## src/rtl/core/affine_box_keypoint_projector_unit_defines.svh

```systemverilog
// ----------------------------------------------------------------------------
// Assertion macros for the affine box / keypoint projector
// Shared concurrent assertion wrappers, clocked on clk.
// ----------------------------------------------------------------------------
`ifndef AFFINE_BOX_KEYPOINT_PROJECTOR_UNIT_DEFINES_SVH
`define AFFINE_BOX_KEYPOINT_PROJECTOR_UNIT_DEFINES_SVH

// normal checks, quiet while reset is held
`define ABKP_ASSERT(lbl, prop, msg) \
  lbl: assert property (@(posedge clk) disable iff (!rst_n) prop) else $error(msg);

// checks that must also hold across reset
`define ABKP_ASSERT_RST(lbl, prop, msg) \
  lbl: assert property (@(posedge clk) prop) else $error(msg);

`endif

```

## src/rtl/core/abkp_pkg.sv

```systemverilog
// ----------------------------------------------------------------------------
// abkp_pkg
// Register indexes, opcodes and fixed-point constants of the projector.
// ----------------------------------------------------------------------------
`timescale 1ns / 1ps

package abkp_pkg;

  localparam int FRAC_BITS = 16;
  localparam int NUM_REGS  = 6;
  localparam int REG_IDX_W = 3;
  localparam int NUM_TERMS = 4;

  typedef enum logic [REG_IDX_W-1:0] {
    REG_COEF_XX  = 3'd0,
    REG_COEF_XY  = 3'd1,
    REG_OFFSET_X = 3'd2,
    REG_COEF_YX  = 3'd3,
    REG_COEF_YY  = 3'd4,
    REG_OFFSET_Y = 3'd5
  } reg_idx_t;

  // product slots for one output axis
  typedef enum logic [1:0] {
    TERM_BASE_A = 2'd0,   // coef_a * x
    TERM_BASE_B = 2'd1,   // coef_b * y
    TERM_SPAN_A = 2'd2,   // coef_a * width
    TERM_SPAN_B = 2'd3    // coef_b * height
  } term_t;

  localparam logic OP_KEYPOINT = 1'b0;
  localparam logic OP_BOX      = 1'b1;

endpackage

```

## src/rtl/core/abkp_sat_stage.sv

```systemverilog
// ----------------------------------------------------------------------------
// abkp_sat_stage
// Saturates corner and size, applies the format error, holds the result word.
// ----------------------------------------------------------------------------
`timescale 1ns / 1ps

module abkp_sat_stage
  import abkp_pkg::*;
#(
  parameter int COORD_WIDTH = 24,
  parameter int COEF_WIDTH  = 32,
  parameter int SW          = COORD_WIDTH + COEF_WIDTH + 4
) (
  input  logic                          clk,
  input  logic                          rst_n,
  input  logic                          up_valid,
  output logic                          up_ready,
  input  logic signed [SW-1:0]          lo_x,
  input  logic signed [SW-1:0]          hi_x,
  input  logic signed [SW-1:0]          lo_y,
  input  logic signed [SW-1:0]          hi_y,
  input  logic                          fmt_err,
  output logic                          out_valid,
  input  logic                          out_ready,
  output logic signed [COORD_WIDTH-1:0] out_x,
  output logic signed [COORD_WIDTH-1:0] out_y,
  output logic [COORD_WIDTH-2:0]        out_width,
  output logic [COORD_WIDTH-2:0]        out_height,
  output logic                          out_format_error
);

  localparam logic signed [SW-1:0] C_HI =
    {{(SW-COORD_WIDTH+1){1'b0}}, {(COORD_WIDTH-1){1'b1}}};
  localparam logic signed [SW-1:0] C_LO = ~C_HI;

  logic                          valid_r;
  logic signed [COORD_WIDTH-1:0] x_r, x_nxt, y_r, y_nxt;
  logic [COORD_WIDTH-2:0]        w_r, w_nxt, h_r, h_nxt;
  logic                          err_r;

  function automatic logic signed [COORD_WIDTH-1:0] sat_coord(input logic signed [SW-1:0] v);
    priority if (v > C_HI) begin
      return {1'b0, {(COORD_WIDTH-1){1'b1}}};
    end else if (v < C_LO) begin
      return {1'b1, {(COORD_WIDTH-1){1'b0}}};
    end else begin
      return v[COORD_WIDTH-1:0];
    end
  endfunction

  function automatic logic [COORD_WIDTH-2:0] sat_size(input logic signed [SW-1:0] v);
    priority if (v <= 0) begin
      return '0;
    end else if (v > C_HI) begin
      return '1;
    end else begin
      return v[COORD_WIDTH-2:0];
    end
  endfunction

  assign up_ready = !valid_r || out_ready;

  always_comb begin
    if (fmt_err) begin
      x_nxt = '0;
      y_nxt = '0;
      w_nxt = '0;
      h_nxt = '0;
    end else begin
      x_nxt = sat_coord(lo_x);
      y_nxt = sat_coord(lo_y);
      // size comes from the unsaturated corners
      w_nxt = sat_size(hi_x - lo_x);
      h_nxt = sat_size(hi_y - lo_y);
    end
  end

  always_ff @(posedge clk) begin
    if (!rst_n) begin
      valid_r <= 1'b0;
    end else if (up_ready) begin
      valid_r <= up_valid;
    end
  end

  always_ff @(posedge clk) begin
    if (up_ready && up_valid) begin
      x_r   <= x_nxt;
      y_r   <= y_nxt;
      w_r   <= w_nxt;
      h_r   <= h_nxt;
      err_r <= fmt_err;
    end
  end

  assign out_valid        = valid_r;
  assign out_x            = x_r;
  assign out_y            = y_r;
  assign out_width        = w_r;
  assign out_height       = h_r;
  assign out_format_error = err_r;

endmodule

```

## config.mk

```make
export PLATFORM = sky130hd
export DESIGN_NAME = abkp_sat_stage
export DESIGN_NICKNAME = d
export VERILOG_FILES = /design/src/rtl/core/affine_box_keypoint_projector_unit_defines.svh /design/src/rtl/core/abkp_pkg.sv /design/src/rtl/core/abkp_sat_stage.sv
export SDC_FILE = /design/constraint.sdc
export NUM_CORES = 1
export LEC_CHECK = 0
export CORE_MARGIN = 3
export CORE_UTILIZATION = 60
export DETAILED_ROUTE_END_ITERATION = 8
export DONT_BUFFER_PORTS = 1
export HOLD_SLACK_MARGIN = 0.15
export PLACE_DENSITY_LB_ADDON = 0.3
export SYNTH_ARGS = -nofsm -noshare
export SYNTH_HDL_FRONTEND = slang
export SYNTH_SLANG_ARGS = --single-unit
```

## constraint.sdc

```tcl
create_clock -name clk -period 4.4 [get_ports clk]
set_input_delay 0.22 -clock clk [delete_from_list [all_inputs] [get_ports clk]]
set_output_delay 0.22 -clock clk [all_outputs]
set_load 0.01 [all_outputs]
```

### After elaboration in Yosys (flattened, before gate mapping)

Index checks and enable logic that the tools add are counted.

* $add $sub $neg: 2
* reduce and logical (&&, ||, !) cells: 7
* mux-type cells: 6
* order comparisons: 8

Operators by type and width (number)
* $gt 60x24->1 const B: 4
* $le 60x1->1 const B: 2
* $lt 60x24->1 const B: 2
* $sub 60x60->60: 2
* $mux 23: 4
* $mux 24: 2
* $reduce_or 2->1: 4
* $logic_and 1x1->1: 1
* $logic_not 1->1: 1
* $logic_or 1x1->1: 1

* bits in registers: 96
* logic and storage cells: 31
* output and inout port bits: 97
* bits of input ports: 245

### Longest topological paths before layout

* depth after elaboration: 3
* depth in mapped cells: 17
* depth with buffers taken out: 15

### Least setup slack after synthesis

OpenSTA, ideal clock, no wires.

* path type: input to register
* from: input port lo_y[25]
* to: register h_r[10] (netlist: out_height[10]) (data pin)
* arrival time: 3343 ps
* setup time: 264 ps
* data required time: 4136 ps
* setup slack: 793 ps
* stages on the path: 15
* cells stage by stage: inv_1 ha_1 buf_2 nand4_1 or2_0 buf_2 or4_1 a21o_1 and3_4 xnor2_1 a2111oi_1 o2111ai_2 nor4_4 buf_6 a21oi_2

* word-level cells in the longest chain between the ends: 3
* elaborated cells on any way between the ends: 5

Ends and longest elaborated chain
* from (decl): line abkp_sat_stage.sv:20 `input logic signed [SW-1:0] lo_y,`
* $sub 60x60->60 (*): line abkp_sat_stage.sv:74 `h_nxt = sat_size(hi_y - lo_y);`
* $gt 60x24->1 / $le 60x1->1 (equally long branches): line abkp_sat_stage.sv:54, abkp_sat_stage.sv:52
* $mux 23 / $reduce_or 2->1 (equally long branches)
* to (signal assigned): line abkp_sat_stage.sv:91 `h_r <= h_nxt;`
* to (decl): line abkp_sat_stage.sv:38 `logic [COORD_WIDTH-2:0] w_r, w_nxt, h_r, h_nxt;`

Every way passes the cells marked *; elsewhere a longest branch is shown, timed or not.
A chain may end at the register's enable or synchronous reset.

### Worst setup path in the final report

* from: input port hi_x[0]
* to: register w_r[2] (netlist: out_width[2]) (data pin)

* word-level cells in the longest chain between the ends: 3
* elaborated cells on any way between the ends: 5

Ends and longest elaborated chain
* from (decl): line abkp_sat_stage.sv:19 `input logic signed [SW-1:0] hi_x,`
* $sub 60x60->60 (*): line abkp_sat_stage.sv:73 `w_nxt = sat_size(hi_x - lo_x);`
* $gt 60x24->1 / $le 60x1->1 (equally long branches): line abkp_sat_stage.sv:54, abkp_sat_stage.sv:52
* $mux 23 / $reduce_or 2->1 (equally long branches)
* to (signal assigned): line abkp_sat_stage.sv:90 `w_r <= w_nxt;`
* to (decl): line abkp_sat_stage.sv:38

Marked as above.

==> metrics.md <==
| Metric | Value |
|---|---|
| Io pins | roughly 340 |
| Post-synthesis area per instance | between 7 and 8 sq um |
| Worst vdd rail ir drop | between 0.00015 and 0.0002 V |
| Pre-antenna DRT Iters | 7 |
| CP Max Fanout | 23 |
| Hold WC Path Type | primary input to flop |
| Drt wl/cell | 24.70 um |
| Final ANT Viol Nets | 0 |
| Synth Cell Area | around 13000 sq um |
| Total power | 3653 uW |
| Slew @ Worst Pin | between 1 and 1.5 ns |
| Register area share after synthesis | 0.2187 |
| RSZ-0062 raised after global routing | no |
| Gate power share | 0.455 |
| Core Area | between 20000 and 25000 sq um |
| Crit-path cells | inv_1 -> ha_1 -> inv_1 -> fa_1 -> a211oi_1 -> nor4_1 -> a211oi_2 -> o211ai_1 -> a21oi_2 -> nor2_1 -> o41ai_1 -> o311ai_0 -> a2111oi_0 -> and4_1 -> buf_4 -> a21oi_1 |
| Die X | between 150 and 200 um |
| Reg2Reg Setup Slack | 2.12 ns |
| WP data required | between 4 and 5 ns |
| Die ar. | between 20000 and 25000 sq um |
| Final hold vios | 0 |
| Part of the cycle the worst path needs | 0.9016 |
| Startpoint types | primary input |
| DP Wirelength | around 39000 um |
| Power share of the clock group | 0.219 |
| Final nets | approximately 2k |
| DRT iter0 DRCs | between 1.5k and 2k |
| Hold Crit Depth | 2 |
| CP max stage delay | around 0.48 ns |
| FFs w/ async S/R, synth | 0 |
| Commonest non-fill, non-tap cell in the layout | a21oi_1 |
| Power Density | 265.6 nW/um^2 |
| Row cnt | 53 |
| Switching Share | 0.4263 |
| Vias/cell | about 7 |
| Clock transition at path regs | around 0.080 ns |
| Distinct cells, synth | about 100 |
| Seq pwr share | 0.325 |
| Rel. slew slack | 0.3176 |
| R2R Path End | out_width[22] |
| P&R area growth vs syn | 4.734% |
| Final min period | slightly below 4 ns |
| Worst r2r src | out_valid |
| Total GRT Usage | 0.3889 |
| PortBufs | 0 |
| GRT Residual Overflow | 0 |
| Maxcap violations | 0 |
| DRC Markers | 0 |
| P_int | between 2000 and 2500 uW |
| R2R cell count | 3 |
| F_max | 252.1 MHz |
| Net Sw Power | 1557 uW |
| Final max-slew violation count | 0 |
| Pin count of the biggest net entering global routing | 66 |
| CTS tree | built |
| Vias | approximately 14k |
| CTS sink cnt | 96 |
| Outcome | complete, no violations |
| Number of synthesized register bits | 96 |
| Worst Skew | roughly 0.014 ns |
| Delay-heaviest family, CP | compound AO/OA/AOI/OAI gates |
| Number of synthesized flops with an enable pin | 95 |
| Hold Path End | out_x[22] |
| Worst-Skew Late Latency | between 0.3 and 0.4 ns |
| Ys flop type | edfxtp_1 |
| Cells after synthesis | roughly 1.7k |
| Crit. End Element | flop |
| CTS max path bufs | 2 |
| Synth warnings | 0 |
| Net Count, Synth | 2084 |
| CTS Buf Count | 9 |
| CP bufs+invs | 3 |
| CP arrival | 4.05 ns |
| Die height | 154.0 um |
| Critical path's slowest cell | a2111oi_0 |
| Routability cong. | between 1 and 1.5 |
| Crit path top cell by count | inv_1 |
| Most frequent cells in the layout | a21oi_1, nand2_1, inv_1 |
| Vias in the first global route | 12.98k |
| H-tree depth | 3 |
| # Post-CTS Setup Buffers | 0 |
| Ratio of cells with drive above 1 in the final layout | 0.06482 |
| Worst hold start | lo_x[22] |
| Setup TNS | 0 ns |
| Final setup viols | 0 |
| Post-Route WL | 48730 um |
| Initial antenna violation count | 1 |
| First-pass GRT wire length | roughly 74000 um |
| Starting Density | 0.6171 |
| CTS Root Cell | clkbuf_16 |
| LEAKAGE | between 0.005 and 0.006 uW |
| Critical path type | primary input to flop |
power by group through the flow:
| stage | registers (uW) | logic, uW | clock network, uW |
|---|---|---|---|
| 3_5_place_dp | 1210 | 1560 | 0 |
| 3_3_place_gp | 1210 | 1550 | 0 |
| 6_report | 1190 | 1660 | 801 |
| 2_1_floorplan | 1190 | 1210 | 0 |
| 5_1_grt | 1190 | 1800 | 829 |
| 4_1_cts | 1190 | 1600 | 791 |
synthesized netlist by cell type, types with 5 or more instances:
master,n,area [sq um]
a21oi_1,220,1101
nand2_1,196,735.7
inv_1,144,540.5
ha_1,118,1476
nor2_1,97,364.1
edfxtp_1,95,2853
o21ai_0,85,425.4
nand4_1,77,481.7
nor4_1,54,337.8
clkbuf_1,48,180.2
xnor2_1,46,402.9
nor3_1,45,225.2
a21o_1,36,270.3
xor2_1,30,262.8
a21oi_2,26,227.7
o21a_1,26,195.2
nand3_1,22,110.1
a31oi_1,20,125.1
o21bai_1,16,120.1
buf_2,15,75.07
a211oi_1,13,97.59
buf_6,13,146.4
mux2i_1,13,130.1
nand2b_1,13,81.33
o31ai_1,13,97.59
and4_1,12,105.1
o211ai_1,11,82.58
o21ai_1,11,55.05
buf_4,10,75.07
nor2b_1,10,62.56
and2_1,9,56.30
and3_1,9,56.30
or3_1,9,56.30
or4_1,9,67.56
o22ai_1,7,43.79
or2_2,7,43.79
a21boi_0,6,45.04
a32oi_1,5,43.79
clkbuf_8,5,68.82
nand3b_1,5,37.54
o41ai_1,5,43.79
worst max-delay path by stage:
| stage | depth (start not counted) | startpoint | endpoint |
|---|---|---|---|
| after floorplan | 15 | lo_y[25] | out_height[10] |
| after global placement | 14 | lo_x[29] | out_width[16] |
| after detailed placement | 16 | hi_x[0] | out_width[2] |
| after CTS | 16 | hi_x[0] | out_width[2] |
| after global routing | 16 | hi_x[0] | out_width[12] |
| final | 16 | hi_x[0] | out_width[2] |
what timing repair did:
item / CTS / global route
gates resized for setup: 0 / 0
endpoints found under the hold margin: 49 / 0
hold buffers: 35 / 0
state kept, by name, indices dropped and copies added, names as in the netlist:
register	count
out_y	24
out_width	23
out_x	24
out_height	23
out_valid	1
out_format_error	1
routing by layer:
metal	global-route usage	share of wire	up-vias
met5	0	0	-
met4	0.1371	0.039	0
met3	0.06839	0.11	127
met2	0.6071	0.44	960
met1	0.5432	0.41	6515
li1	-	-	6370
layout make-up:
cell class	instances	area (sq um)
Multi-Input combinational cell	1386	9178
Fill cell	1833	7530
Sequential cell	96	2873
Inverter	145	545.5
Timing Repair Buffer	54	515.5
Tap cell	275	344.1
Clock buffer	9	225.2
Clock inverter	7	73.82
Antenna cell	1	2.502
per-stage QoR:
step           cells  worst slack [ns]  utilization  hold slack (ns)  instance area, sq um
2_1_floorplan   1719            0.7932            -           0.3189                 13140
3_3_place_gp    1921            0.3242       0.6152           0.3430                 13100
3_5_place_dp    1921            0.2372       0.6152           0.3424                 13100
4_1_cts         1972            0.5694       0.6462           0.1515                 13750
5_1_grt         1973           0.09066       0.6463           0.1575                 13760
6_report        1973            0.4330       0.6463           0.1509                 13760
cells by family after synthesis:
family          count (synthesis)  synth area share
simple gates                  599            0.2361
flops                          96            0.2187
fa+ha+maj                     120            0.1155
compound gates                576            0.2835
mux                            15           0.01162
buf+inv                       237           0.08392
xor+xnor                       76           0.05068
No activity file was read; power rests on OpenSTA's default activity.
