[src/rtl/core/affine_box_keypoint_projector_unit_defines.svh]
// ----------------------------------------------------------------------------
// Assertion macros for the affine box / keypoint projector
// Shared concurrent assertion wrappers, clocked on clk.
// ----------------------------------------------------------------------------
`ifndef AFFINE_BOX_KEYPOINT_PROJECTOR_UNIT_DEFINES_SVH
`define AFFINE_BOX_KEYPOINT_PROJECTOR_UNIT_DEFINES_SVH

// normal checks, quiet while reset is held
`define ABKP_ASSERT(lbl, prop, msg) \
  lbl: assert property (@(posedge clk) disable iff (!rst_n) prop) else $error(msg);

// checks that must also hold across reset
`define ABKP_ASSERT_RST(lbl, prop, msg) \
  lbl: assert property (@(posedge clk) prop) else $error(msg);

`endif

[src/rtl/core/abkp_pkg.sv]
// ----------------------------------------------------------------------------
// abkp_pkg
// Register indexes, opcodes and fixed-point constants of the projector.
// ----------------------------------------------------------------------------
`timescale 1ns / 1ps

package abkp_pkg;

  localparam int FRAC_BITS = 16;
  localparam int NUM_REGS  = 6;
  localparam int REG_IDX_W = 3;
  localparam int NUM_TERMS = 4;

  typedef enum logic [REG_IDX_W-1:0] {
    REG_COEF_XX  = 3'd0,
    REG_COEF_XY  = 3'd1,
    REG_OFFSET_X = 3'd2,
    REG_COEF_YX  = 3'd3,
    REG_COEF_YY  = 3'd4,
    REG_OFFSET_Y = 3'd5
  } reg_idx_t;

  // product slots for one output axis
  typedef enum logic [1:0] {
    TERM_BASE_A = 2'd0,   // coef_a * x
    TERM_BASE_B = 2'd1,   // coef_b * y
    TERM_SPAN_A = 2'd2,   // coef_a * width
    TERM_SPAN_B = 2'd3    // coef_b * height
  } term_t;

  localparam logic OP_KEYPOINT = 1'b0;
  localparam logic OP_BOX      = 1'b1;

endpackage

[src/rtl/core/abkp_bound_stage.sv]
// ----------------------------------------------------------------------------
// abkp_bound_stage
// Sums products into the min and max corner per axis, rounds, adds offset.
// ----------------------------------------------------------------------------
`timescale 1ns / 1ps

`include "affine_box_keypoint_projector_unit_defines.svh"

module abkp_bound_stage
  import abkp_pkg::*;
#(
  parameter int COORD_WIDTH = 24,
  parameter int COEF_WIDTH  = 32,
  parameter int PW          = COORD_WIDTH + COEF_WIDTH,
  parameter int SW          = PW + 4
) (
  input  logic                          clk,
  input  logic                          rst_n,
  input  logic                          up_valid,
  output logic                          up_ready,
  output logic                          dn_valid,
  input  logic                          dn_ready,
  input  logic [NUM_TERMS-1:0][PW-1:0]  prod_x,
  input  logic [NUM_TERMS-1:0][PW-1:0]  prod_y,
  input  logic                          fmt_err_in,
  input  logic [COEF_WIDTH-1:0]         offset_x,
  input  logic [COEF_WIDTH-1:0]         offset_y,
  output logic signed [SW-1:0]          lo_x,
  output logic signed [SW-1:0]          hi_x,
  output logic signed [SW-1:0]          lo_y,
  output logic signed [SW-1:0]          hi_y,
  output logic                          fmt_err
);

  localparam logic signed [SW-1:0] RND_HALF =
    {{(SW-FRAC_BITS){1'b0}}, 1'b1, {(FRAC_BITS-1){1'b0}}};

  logic                 valid_r;
  logic                 err_r;
  logic signed [SW-1:0] lo_x_r, lo_x_nxt, hi_x_r, hi_x_nxt;
  logic signed [SW-1:0] lo_y_r, lo_y_nxt, hi_y_r, hi_y_nxt;

  function automatic logic signed [SW-1:0] ext_p(input logic [PW-1:0] p);
    return {{(SW-PW){p[PW-1]}}, p};
  endfunction

  function automatic logic signed [SW-1:0] neg_part(input logic [PW-1:0] p);
    return p[PW-1] ? ext_p(p) : '0;
  endfunction

  function automatic logic signed [SW-1:0] pos_part(input logic [PW-1:0] p);
    return p[PW-1] ? '0 : ext_p(p);
  endfunction

  // floor to whole fraction units, then the integer-aligned offset
  function automatic logic signed [SW-1:0] round_off(input logic signed [SW-1:0] s,
                                                    input logic [COEF_WIDTH-1:0] off);
    return (s >>> FRAC_BITS) + $signed({{(SW-COEF_WIDTH){off[COEF_WIDTH-1]}}, off});
  endfunction

  assign up_ready = !valid_r || dn_ready;

  // the map is linear, so the corner extremes come from the sign of each span term
  always_comb begin
    logic signed [SW-1:0] base_x, base_y;
    base_x   = ext_p(prod_x[TERM_BASE_A]) + ext_p(prod_x[TERM_BASE_B]) + RND_HALF;
    base_y   = ext_p(prod_y[TERM_BASE_A]) + ext_p(prod_y[TERM_BASE_B]) + RND_HALF;
    lo_x_nxt = round_off(base_x + neg_part(prod_x[TERM_SPAN_A])
                                + neg_part(prod_x[TERM_SPAN_B]), offset_x);
    hi_x_nxt = round_off(base_x + pos_part(prod_x[TERM_SPAN_A])
                                + pos_part(prod_x[TERM_SPAN_B]), offset_x);
    lo_y_nxt = round_off(base_y + neg_part(prod_y[TERM_SPAN_A])
                                + neg_part(prod_y[TERM_SPAN_B]), offset_y);
    hi_y_nxt = round_off(base_y + pos_part(prod_y[TERM_SPAN_A])
                                + pos_part(prod_y[TERM_SPAN_B]), offset_y);
  end

  always_ff @(posedge clk) begin
    if (!rst_n) begin
      valid_r <= 1'b0;
    end else if (up_ready) begin
      valid_r <= up_valid;
    end
  end

  always_ff @(posedge clk) begin
    if (up_ready && up_valid) begin
      lo_x_r <= lo_x_nxt;
      hi_x_r <= hi_x_nxt;
      lo_y_r <= lo_y_nxt;
      hi_y_r <= hi_y_nxt;
      err_r  <= fmt_err_in;
    end
  end

  assign dn_valid = valid_r;
  assign lo_x     = lo_x_r;
  assign hi_x     = hi_x_r;
  assign lo_y     = lo_y_r;
  assign hi_y     = hi_y_r;
  assign fmt_err  = err_r;

  `ABKP_ASSERT(a_bound_order, valid_r |-> (lo_x_r <= hi_x_r) && (lo_y_r <= hi_y_r), "lo above hi")

endmodule

[config.mk]
export PLATFORM = sky130hd
export DESIGN_NAME = abkp_bound_stage
export DESIGN_NICKNAME = d
export VERILOG_FILES = /design/src/rtl/core/abkp_pkg.sv /design/src/rtl/core/abkp_bound_stage.sv
export VERILOG_INCLUDE_DIRS = /design/src /design/src/rtl/core
export SDC_FILE = /design/constraint.sdc
export NUM_CORES = 2
export LEC_CHECK = 0
export BUFFER_PORTS_ARGS = -buffer_cell sky130_fd_sc_hd__buf_2
export CORE_AREA = 4 4 289 291
export DETAILED_ROUTE_END_ITERATION = 12
export DIE_AREA = 0 0 293 295
export GPL_TIMING_DRIVEN = 0
export PLACE_DENSITY_LB_ADDON = 0.2
export REMOVE_ABC_BUFFERS = 1
export SLEW_MARGIN = 10
export SYNTH_ARGS = -nofsm -noshare
export SYNTH_HDL_FRONTEND = slang
export SYNTH_SLANG_ARGS = --single-unit
[constraint.sdc]
create_clock -name clk -period 10 [get_ports clk]
set_input_delay 1.5 -clock clk [delete_from_list [all_inputs] [get_ports clk]]
set_output_delay 1.5 -clock clk [all_outputs]
set_load 0.01 [all_outputs]
## After elaboration in Yosys (flattened, before gate mapping)

Cells that the tools add are included.

| operators by class | value |
|---|---|
| $add $sub $neg | 16 |
| multiplexer cells | 8 |
| reduce and logical (&&, ||, !) cells | 3 |

Operators by type and width:

| kind | number |
|---|---|
| 2-to-1 mux 60 bit | 4 |
| 2-to-1 mux 55 bit | 4 |
| adder 44 x 32 -> 45 bit | 4 |
| adder 58 x 60 -> 60 bit | 2 |
| adder 59 x 56 -> 60 bit | 2 |
| adder 60 bit | 2 |
| adder 58 x 56 -> 59 bit | 2 |
| adder 57 x 17 -> 58 bit, second input constant | 2 |
| adder 56 x 56 -> 57 bit | 2 |
| logical AND 1 bit | 1 |
| zero test 1 bit | 1 |
| logical OR 1 bit | 1 |

| word-level totals | value |
|---|---|
| register bits | 242 |
| input port bits | 517 |
| output and inout bits | 243 |

## Depth between registers and ports, before layout

| depth | value |
|---|---|
| depth after elaboration | 5 |
| mapped depth | 46 |

## Worst setup path before layout

Ideal clock, no wire load.

| timing | value |
|---|---|
| kind | input to register |
| start | input prod_x[1] (netlist name) |
| end | register hi_x_r[42] (netlist: hi_x[42]), data pin |
| setup time | 0.258 ns |
| arrival | 9.794 ns |
| required time | 9.742 ns |
| slack | -0.052 ns |
| stages on the path | 41 |
| path buffers | 0 |
| cells stage by stage | ha_1 > ha_1 > fa_1 > a21o_1 > a21oi_1 > o31ai_1 > a21o_1 > and2_1 > o21a_1 > nor2_1 > o21ai_0 > xnor2_1 > fa_1 > inv_1 > ha_1 > a211o_1 > a21oi_1 > a2111oi_0 > (+5 left out) > nor2_1 > o21a_1 > nor2_1 > xnor2_1 > ha_1 > a21o_1 > a21o_1 > a221o_1 > a21oi_1 > nor2b_1 > a2111oi_0 > o22a_1 > a31oi_1 > a41o_1 > o31ai_1 > nand2b_1 > a21oi_1 > xnor2_1 |

| between the ends | value |
|---|---|
| longest elaborated chain between the ends | 5 |

Ends and longest elaborated chain:

| what | RTL line | source |
|---|---|---|
| from (decl) | abkp_bound_stage.sv:23 | `input logic [NUM_TERMS-1:0][PW-1:0] prod_x,` |
| adder 56 x 56 -> 57 bit | abkp_bound_stage.sv:66 | `base_x = ext_p(prod_x[TERM_BASE_A]) + ext_p(prod_x[TERM_BASE_B]) + RND_HALF;` |
| adder 57 x 17 -> 58 bit | abkp_bound_stage.sv:66 |  |
| adder 58 x 56 -> 59 bit | abkp_bound_stage.sv:70 | `hi_x_nxt = round_off(base_x + pos_part(prod_x[TERM_SPAN_A])` |
| adder 59 x 56 -> 60 bit | abkp_bound_stage.sv:71 | `+ pos_part(prod_x[TERM_SPAN_B]), offset_x);` |
| adder 44 x 32 -> 45 bit | abkp_bound_stage.sv:58 | `return (s >>> FRAC_BITS) + $signed({{(SW-COEF_WIDTH){off[COEF_WIDTH-1]}}, off});` |
| via hi_x_nxt[42] | abkp_bound_stage.sv:40 | `logic signed [SW-1:0] lo_x_r, lo_x_nxt, hi_x_r, hi_x_nxt;` |
| to (signal assigned) | abkp_bound_stage.sv:89 | `hi_x_r <= hi_x_nxt;` |
| to (decl) | abkp_bound_stage.sv:40 |  |

The timed path passes the listed nets, and every way through them passes these cells.
A chain may end at the register's enable or synchronous reset.

## Worst setup path in the final report

| timing | value |
|---|---|
| start | input prod_x[1] (netlist name) |
| end | register hi_x_r[41] (netlist: hi_x[41]), data pin |

The elaborated chain is that of the path after synthesis.

==> flow_summary_export.csv <==
group,metric,value,unit
setup_path,rrSetupSlack,8.17,ns
timing,setup_violations,0,
setup_path,arrival,9.99,ns
timing,worst_slew_margin_rel,0.222,
cts,cts_tree,"built",
cts,cts_max_level,4,
placed_design,routabilityCongestion,0.932,
die,die_area,86400,um2
cts,numCtsBuffers,17,
timing,finalCriticalPeriod,9.74,ns
routing,drtIter0Drc,1891,
setup_path,reg2reg_depth,4,
logic_synthesis,syn_inst,4592,
routing,drc,0,
logic_synthesis,ys.warnings.count,0,
cts,clk_pin_slew,0.09,ns
die,die_w,293,um
routing,ant_nets,0,
power,internal_power,6980,uW
power,ir_worst_vdd,141,uV
global_route,antenna_found_initial,49,
setup_path,r2r-start,"dn_valid",
min_path,hp-class,"reg -> reg",
cells_and_area,finalNetCount,6666,
cells_and_area,stdcell_area,44400,um2
global_route,first_global_vias,33925,
setup_path,crit_path_start_kind,"input port",
status,status,"complete, no violations",
setup_path,r2r_end,"hi_y[0]",
timing,slew_viol_final,0,
power,p_clk_frac,0.053,
logic_synthesis,synth_area_leader_cell,"ha_1",
global_route,grt_max_degree,69,
cells_and_area,syn_to_final_growth,16.8,%
power,p_per_area,316,nW/um2
die,initial_core_util,0.471,
cts,hold_buffers,0,
routing,vias_per_cell,5.50,
global_route,overflow,0,
setup_path,slowest_stage,"o31ai_1",
logic_synthesis,yosys-top-cells-area,"ha_1, edfxtp_1, fa_1",
die,chipHeight,295,um
routing,wl_per_cell,18.8,um
cells_and_area,drive_gt1_frac,0.191,
logic_synthesis,synth_edf_count,181,
logic_synthesis,synth_top_cell_area_share,0.209,
cts,cts_buffer_depth,2,
logic_synthesis,ys_ff_latch,182,
routing,firstDrtPassIters,6,
power,p_comb_frac,0.811,
cells_and_area,final_common_cell,"buf_2",
timing,finalClockSkew,0.0145,ns
logic_synthesis,synth_flop_cell,"edfxtp_1",
global_route,grtUsageTotal,0.265,
setup_path,path_class,"in -> reg",
setup_path,cpPeakStageDelay,0.65,ns
setup_path,crit_path_end,"hi_x[41]",
setup_path,path_common_cell,"o21ai_0",
timing,finalCritPeriodShare,0.974,
logic_synthesis,netlist_area,38000,um2
placed_design,port_buffers,759,
setup_path,required,10.25,ns
global_route,grt_pass1_wl,182000,um
power,p_switching,7050,uW
flow_run,max_cap_viol_count,0,
die,core_area,80500,um2
power,switching_share,0.502,
power,power.share.sequential,0.136,
cts,cts_sinks,182,
routing,route.vias.total,35199,
setup_path,crit_fanout,5,
timing,fmax,0.103,GHz
routing,drt_wl_total,120000,um
logic_synthesis,async_flop_share,0,
logic_synthesis,syn_avg_cell_area,8.27,um2
power,p_leak,0.0228,uW
setup_path,end_kind,"flop",
die,io_pins,760,
cts,cts_root_buf,"clkbuf_16",
cts,insertion_delay,0.51,ns
placed_design,dpl_cell_area,42500,um2
logic_synthesis,synthDistinctLibCells,80,
cells_and_area,final_cell_count_no_fill,6401,
die,row_count,104,
timing,hold_viol,0,
setup_path,crit_path_start,"prod_x[1]",
timing,worstMarginPinSlew,1.16,ns
placed_design,hpwlAfterDp,103000,um
placed_design,place_inst,6285,
cells_and_area,layout_common_cells,"buf_2, ha_1, nand2_1",
logic_synthesis,seq_area_frac_synth,0.144,
[power groups by stage]
stage / Sequential (uW) / Clock, uW / Combinational (uW)
floorplan: 2140 / 0 / 7710
global placement: 1940 / 0 / 10700
detailed placement: 1930 / 0 / 10800
CTS: 1920 / 766 / 11000
global route: 1950 / 792 / 12600
finish: 1910 / 743 / 11400
[synth_stat cells, types with 7 or more instances]
cell type / n
a211o_1: 9
a211oi_1: 35
a21boi_0: 20
a21o_1: 223
a21oi_1: 376
a221o_1: 9
a221oi_1: 12
a311oi_1: 10
a31o_2: 15
a31oi_1: 26
a41oi_1: 11
and2_1: 63
and3_1: 27
and4_1: 16
buf_4: 60
clkbuf_1: 67
edfxtp_1: 181
fa_1: 228
ha_1: 634
inv_1: 505
nand2_1: 561
nand2b_1: 56
nand3_1: 85
nand4_1: 55
nor2_1: 247
nor2b_1: 101
nor3_1: 55
o211ai_1: 29
o21a_1: 77
o21ai_0: 181
o21bai_1: 51
o31a_1: 7
o31ai_1: 26
or2_2: 12
or3_1: 14
xnor2_1: 267
xor2_1: 138
[through the flow]
stage | worst slack [ns] | TNS [ns] | power, uW | hold slack (ns) | util
after floorplan | -0.0524 | -0.0524 | 9850 | 0.610 | -
after global placement | -2.49 | -79.61 | 12600 | 0.599 | 0.526
after detailed placement | -1.61 | -54.75 | 12700 | 0.614 | 0.528
after CTS | 0.00432 | 0 | 13700 | 0.629 | 0.539
after global routing | -0.0733 | -0.199 | 15300 | 0.655 | 0.550
final | 0.264 | 0 | 14000 | 0.627 | 0.551
[routing by layer]
metal	share of wire	vias up	track usage
met5	0.0012	-	0
met4	0.038	22	0.108
met3	0.060	197	0.0398
met2	0.48	1002	0.449
met1	0.43	16569	0.341
li1	-	17409	-
[what timing repair did]
action,in CTS,in global routing
gates resized for setup,50,125
pin swaps,9,64
setup endpoints to repair,47,39
buffers inserted,11,32
gates cloned,0,0
[logic make-up (layout without fill, tap and decap cells)]
logic type | count (synthesis) | after routing | synth area share
AOI/OAI and AO/OA | 1187 | 1187 | 0.204
xor gates and xnor gates | 405 | 405 | 0.0934
adders and majority gates | 862 | 862 | 0.329
buffers and inverters | 640 | 1348 | 0.0692
DFF | 182 | 182 | 0.144
muxes | 2 | 2 | 0.000527
other | 0 | 41 | 0
and+or+nand+nor | 1314 | 1314 | 0.161
[state kept, by name, summed over array words and instances, names as in the netlist]
register,flops
dn_valid,1
fmt_err,1
hi_x,45
hi_y,45
lo_x,45
lo_y,45
[worst max-delay path, delay by kind of cell]
kind                       cells  cell delay [ns]
buffers and inverters          2             0.17
adders and majority gates      6             1.91
and+or+nand+nor               10             1.86
AOI/OAI and AO/OA             15             3.98
xor gates and xnor gates       3             0.54
[worst min-delay path by stage]
| stage | start | to | slack, ns | cells past startpoint |
|---|---|---|---|---|
| CTS | dn_valid | dn_valid | 0.63 | 2 |
| global route | dn_valid | dn_valid | 0.66 | 2 |
| finish | dn_valid | dn_valid | 0.63 | 2 |
| floorplan | dn_valid | dn_valid | 0.61 | 2 |
| detailed placement | dn_valid | dn_valid | 0.61 | 2 |
| global placement | dn_valid | dn_valid | 0.60 | 2 |
[area by class of cell]
type	instances	area [um2]
clock buffer	17	425
timing repair buffer	807	4250
fill	7685	36200
sequential	182	5460
tap	1060	1330
clock inverter	15	204
inverter	509	1910
multi-input combinational	3770	30700
antenna	41	103
No activity file was read; power rests on OpenSTA's default activity.
